[src/hw/rtl/ctps_pkg.sv]
`default_nettype none

package ctps_pkg;

	localparam int TASK_COUNT_DEF = 64;

	localparam logic [1:0] OP_TICK  = 2'd0;
	localparam logic [1:0] OP_SET   = 2'd1;
	localparam logic [1:0] OP_PAUSE = 2'd2;

	localparam logic [8:0] INIT_SLICE = 9'd15;
	localparam logic [7:0] INIT_PRIO  = 8'd15;

	typedef struct packed {
		logic [1:0] op;
		logic       user_mode;
		logic [5:0] task_index;
		logic       task_present;
		logic       task_runnable;
		logic [7:0] task_priority;
	} in_item_t;

	typedef struct packed {
		logic [5:0]  current_task;
		logic        switched;
		logic [8:0]  current_counter;
		logic [31:0] user_ticks;
		logic [31:0] system_ticks;
	} out_item_t;

	typedef struct packed {
		logic [7:0] prio;
		logic [8:0] cnt;
	} slice_t;

	typedef struct packed {
		logic [31:0] user;
		logic [31:0] sys;
	} ticks_t;

	typedef struct packed {
		logic load;
		logic rd_cur;
		logic rd_scan;
		logic rec;
		logic scan_clr;
		logic scan_inc;
		logic tick_wr;
		logic set_wr;
		logic pause_clr;
		logic best_clr;
		logic commit;
		logic sw_set;
		logic emit_tick;
		logic emit_rpt;
	} cmd_t;

	typedef struct packed {
		logic [1:0] op;
		logic       resched;
		logic       scan_last;
		logic       need_rc;
	} sts_t;

endpackage

`default_nettype wire

[src/hw/rtl/ctps_ctrl.sv]
`default_nettype none

module ctps_ctrl (
	input  wire logic          clk,
	input  wire logic          arst_n,
	input  wire logic          start,
	output logic               busy,
	output ctps_pkg::cmd_t     cmd,
	input  wire ctps_pkg::sts_t sts
);

	typedef enum logic [10:0] {
		S_IDLE       = 11'b000_0000_0001,
		S_DISPATCH   = 11'b000_0000_0010,
		S_TICK_WR    = 11'b000_0000_0100,
		S_SCAN       = 11'b000_0000_1000,
		S_SCAN_DRAIN = 11'b000_0001_0000,
		S_DECIDE     = 11'b000_0010_0000,
		S_REC        = 11'b000_0100_0000,
		S_REC_DRAIN  = 11'b000_1000_0000,
		S_REC_DONE   = 11'b001_0000_0000,
		S_RPT_RD     = 11'b010_0000_0000,
		S_RPT_OUT    = 11'b100_0000_0000
	} state_t;

	state_t state_q, state_d;

	always_ff @(posedge clk or negedge arst_n) begin
		if (!arst_n) begin
			state_q <= S_IDLE;
		end else begin
			state_q <= state_d;
		end
	end

	assign busy = (state_q != S_IDLE);

	always_comb begin
		state_d = state_q;
		cmd     = '0;
		case (state_q)
			S_IDLE: begin
				if (start) begin
					cmd.load = 1'b1;
					state_d  = S_DISPATCH;
				end
			end
			S_DISPATCH: begin
				case (sts.op)
					ctps_pkg::OP_TICK: begin
						cmd.rd_cur = 1'b1;
						state_d    = S_TICK_WR;
					end
					ctps_pkg::OP_SET: begin
						cmd.set_wr = 1'b1;
						state_d    = S_RPT_RD;
					end
					ctps_pkg::OP_PAUSE: begin
						cmd.pause_clr = 1'b1;
						cmd.scan_clr  = 1'b1;
						cmd.best_clr  = 1'b1;
						cmd.sw_set    = 1'b1;
						state_d       = S_SCAN;
					end
					default: begin
						state_d = S_RPT_RD;
					end
				endcase
			end
			S_TICK_WR: begin
				cmd.tick_wr = 1'b1;
				if (sts.resched) begin
					cmd.scan_clr = 1'b1;
					cmd.best_clr = 1'b1;
					cmd.sw_set   = 1'b1;
					state_d      = S_SCAN;
				end else begin
					cmd.emit_tick = 1'b1;
					state_d       = S_IDLE;
				end
			end
			S_SCAN: begin
				cmd.rd_scan  = 1'b1;
				cmd.scan_inc = 1'b1;
				if (sts.scan_last) begin
					state_d = S_SCAN_DRAIN;
				end
			end
			S_SCAN_DRAIN: begin
				state_d = S_DECIDE;
			end
			S_DECIDE: begin
				// Every runnable slice is spent: recharge all present tasks once.
				if (sts.need_rc) begin
					cmd.scan_clr = 1'b1;
					cmd.best_clr = 1'b1;
					state_d      = S_REC;
				end else begin
					cmd.commit = 1'b1;
					state_d    = S_RPT_RD;
				end
			end
			S_REC: begin
				cmd.rd_scan  = 1'b1;
				cmd.rec      = 1'b1;
				cmd.scan_inc = 1'b1;
				if (sts.scan_last) begin
					state_d = S_REC_DRAIN;
				end
			end
			S_REC_DRAIN: begin
				state_d = S_REC_DONE;
			end
			S_REC_DONE: begin
				cmd.commit = 1'b1;
				state_d    = S_RPT_RD;
			end
			S_RPT_RD: begin
				cmd.rd_cur = 1'b1;
				state_d    = S_RPT_OUT;
			end
			S_RPT_OUT: begin
				cmd.emit_rpt = 1'b1;
				state_d      = S_IDLE;
			end
			default: begin
				state_d = S_IDLE;
			end
		endcase
	end

	a_emit_ends: assert property (@(posedge clk) disable iff (!arst_n)
		(cmd.emit_tick || cmd.emit_rpt) |=> (state_q == S_IDLE))
		else $error("result emitted without returning to idle");

	a_scan_done: assert property (@(posedge clk) disable iff (!arst_n)
		(state_q == S_SCAN_DRAIN) |-> $past(sts.scan_last))
		else $error("scan pass ended before the last entry");

	a_commit_once: assert property (@(posedge clk) disable iff (!arst_n)
		cmd.commit |=> !cmd.commit && (state_q == S_RPT_RD))
		else $error("commit not followed by report read");

endmodule

`default_nettype wire

[config.mk]
export PLATFORM = sky130hd
export DESIGN_NAME = ctps_ctrl
export DESIGN_NICKNAME = d
export VERILOG_FILES = /design/src/hw/rtl/ctps_pkg.sv /design/src/hw/rtl/ctps_ctrl.sv
export SDC_FILE = /design/constraint.sdc
export NUM_CORES = 1
export LEC_CHECK = 0
export ABC_CLOCK_PERIOD_IN_PS = 3750
export BUFFER_PORTS_ARGS = -buffer_cell sky130_fd_sc_hd__buf_4
export CAP_MARGIN = 10
export CORE_ASPECT_RATIO = 0.9
export CORE_MARGIN = 2
export CORE_UTILIZATION = 54
export CTS_BUF_LIST = sky130_fd_sc_hd__clkbuf_16
export DETAILED_ROUTE_END_ITERATION = 8
export PLACE_DENSITY = 0.86
export SYNTH_ARGS = -nofsm -noshare
export SYNTH_HDL_FRONTEND = slang
export SYNTH_SLANG_ARGS = --single-unit
[constraint.sdc]
create_clock -name clk -period 3.75 [get_ports clk]
set_input_delay 0.1875 -clock clk [delete_from_list [all_inputs] [get_ports clk]]
set_output_delay 0.1875 -clock clk [all_outputs]
set_load 0.01 [all_outputs]
==> results.json <==
{
  "min_path_type": "input pin to flop",
  "crit_chain": "nor4_2 -> nor3b_1 -> nor3b_1 -> or2_2 -> buf_4",
  "cts-resized-gates": 0,
  "drv_cap": 0,
  "power_uw": 553,
  "portBuffers": 22,
  "vias": 796,
  "p_switching_uw": 184,
  "async_reset_ff_frac": 1.00,
  "syn_avg_cell_area_um2": 8.98,
  "cellInternalPower_uw": 369,
  "synth_top_family_by_area": "simple AND/OR/NAND/NOR gates",
  "yosys_warnings": 0,
  "route.antenna.remaining_nets": 0,
  "synth-xor-area-share": 0.0219,
  "critPathRequiredTime_ps": 3560,
  "synthMuxAreaShare": 0,
  "antenna_found_initial": 0,
  "relSlewSlack": 0.580,
  "num_antenna_cells": 0,
  "cts_tree": "done",
  "seq_area_um2": 277,
  "setup_viol": 0,
  "synth-simple-area-share": 0.407,
  "worst_path_max_delay_cell": "nor4_2",
  "fin_worst_skew_ps": 0.702,
  "ys_types": 42,
  "post-route-min-period_ps": 2380,
  "combPwrFrac": 0.343,
  "hold_violations": 0,
  "viasPerCell": 6.42,
  "synth_top_area_cell": "dfrtp_1",
  "syn-num-nets": 97,
  "worstMarginPinSlew_ps": 624,
  "drt-total-wl_um": 2100,
  "dieArea_um2": 1800,
  "track_usage": 0.262,
  "rsz0062_at_grt": "false",
  "fp.coreArea_um2": 1420,
  "cts-root-buf": "clkbuf_16",
  "timing.critical_path.from_type": "flop",
  "crit_path_end_kind": "primary output",
  "ir_drop_v": 0.000338,
  "largest_reg_flops": 11,
  "dp_hpwl_um": 1410,
  "post_cts_buffers": 0,
  "outcome": "completed",
  "final_core_util": 0.718,
  "stdcell_count": 124,
  "drt_iter0_markers": 25,
  "crit_fanout": 9,
  "grt_pass1_vias": 692,
  "layout_worst_path_cycle_share": 0.634,
  "clockBufferDepth": 2,
  "seqPwrFrac": 0.305,
  "layout_setup_ws_ps": 1370,
  "fmax_ghz": 0.420,
  "p_clk_frac": 0.353,
  "nNetsFinal": 118,
  "multiInputGateArea_um2": 443,
  "synth_compound_area_frac": 0.125,
  "io-pin-count": 23,
  "num_rows": 13,
  "cts_inserted_buffers": 3,
  "start_util": 0.565,
  "syn2layout_area_growth_pct": 27.1,
  "ys.flop_type": "dfrtp_1",
  "layout_commonest_cell": "buf_4",
  "wl_per_cell_um": 16.9,
  "first_pass_iters": 4,
  "die_h_um": 40.5,
  "gr-total-overflow": 0,
  "drv_slew": 0,
  "yosys.area.top_type_share": 0.313,
  "critPathKind": "flop to primary output",
  "synth_edf_count": 0,
  "synthCells": 89,
  "power_density_nw_per_um2": 544,
  "seq_area_frac_synth": 0.346,
  "largestRegisters": "state_q x11",
  "fin_setup_tns_ps": 0,
  "n_fill_cell": 100,
  "fp.dieW_um": 44.6,
  "crit_path_frequent_cell": "nor3b_1",
  "arrival_ps": 2190,
  "layout_common_cells": "buf_4 (22), nor2_1 (12), dfrtp_1 (10)",
  "regMostFlops": "state_q",
  "power.leakage_nw": 0.542,
  "crit_path_max_incr_delay_ps": 610,
  "path_clk_slew_ps": 40,
  "synth_area_um2": 800,
  "gp_congestion": 0.891,
  "cts.sinks": 11,
  "synth_area_leaders": "dfrtp_1 (31%), nor2_1 (5.6%), buf_4 (4.7%), dfstp_2 (3.3%), and2b_2 (3.3%)",
  "clk_latency_ps": 240,
  "htree_levels": 1,
  "synthAdderAreaFrac": 0,
  "grt_max_degree": 12,
  "drc": 0,
  "drive_gt1_frac": 0.349,
  "ys_ff_latch": 11,
  "grt_pass1_wl_um": 3260,
  "switching_share": 0.333,
  "place_ws_ps": 1730,
  "dp.cells": 119
}
repair_timing:
item,in CTS,in global routing
endpoints found under the hold margin,11,0
hold buffers,1,0
setup endpoints to repair,0,0
power groups by stage:
stage	registers, mW	clock network [mW]	logic, mW
after floorplan	0.143	0	0.155
after global placement	0.167	0	0.181
after detailed placement	0.169	0	0.181
after CTS	0.167	0.196	0.187
after global routing	0.171	0.202	0.206
final	0.168	0.195	0.189
critical path, delay by kind of cell (launching register included):
| kind | cells | cell delay (ps) |
|---|---|---|
| buf+inv | 1 | 110 |
| flops | 1 | 470 |
| simple gates | 4 | 1370 |
synth_stat cells (all sizes together) (2+ instances only):
cell,n
nor3b,3
nand3b,2
xor2,2
a32o,2
nand3,4
or3,3
and4,2
and3,2
nor2,12
buf,6
dfrtp,10
nand4,2
nor4,2
a21o,2
nor3,5
nor4b,3
inv,5
and2b,3
layout make-up:
cell class              count  share of cell area
clock buffers               3              0.0739
clock inverters             1             0.00369
inverters                   6              0.0234
multi-input cells          65               0.436
flip-flops and latches     11               0.272
well taps                  15              0.0185
repair buffers             23               0.172
final timing paths:
path | startpoint | end | cells past startpoint | slack (ps)
min in group asynchronous | arst_n | state_q[1] | 2 | 320
max in group asynchronous | arst_n | state_q[0] | 2 | 3200
min reg2reg | state_q[8] | state_q[10] | 1 | 650
min | sts[0] | state_q[6] | 2 | 200
max reg2reg | state_q[5] | state_q[0] | 4 | 1900
max | state_q[1] | cmd[12] | 5 | 1370
kinds of logic (layout without fill, tap and decap cells):
family | count (synthesis) | count (layout)
flip-flops | 11 | 11
AND/OR/NAND/NOR | 50 | 50
XOR/XNOR | 2 | 2
AO/OA/AOI/OAI | 13 | 13
buffers and inverters | 13 | 33
per-layer routing:
metal | routed length [um] | up-vias | GRT usage
met5 | 0 | - | 0
met4 | 36 | 0 | 0.114
met3 | 151 | 8 | 0.0586
met2 | 960 | 53 | 0.399
met1 | 953 | 369 | 0.356
li1 | - | 366 | -
stage by stage:
step | hold WS [ps] | instance area (um2)
after floorplan | -108 | 800
after global placement | 30.3 | 927
after detailed placement | 31.9 | 927
after CTS | 201 | 1020
after global routing | 226 | 1020
final | 205 | 1020
Note: power is estimated with default switching activity, not from simulation.
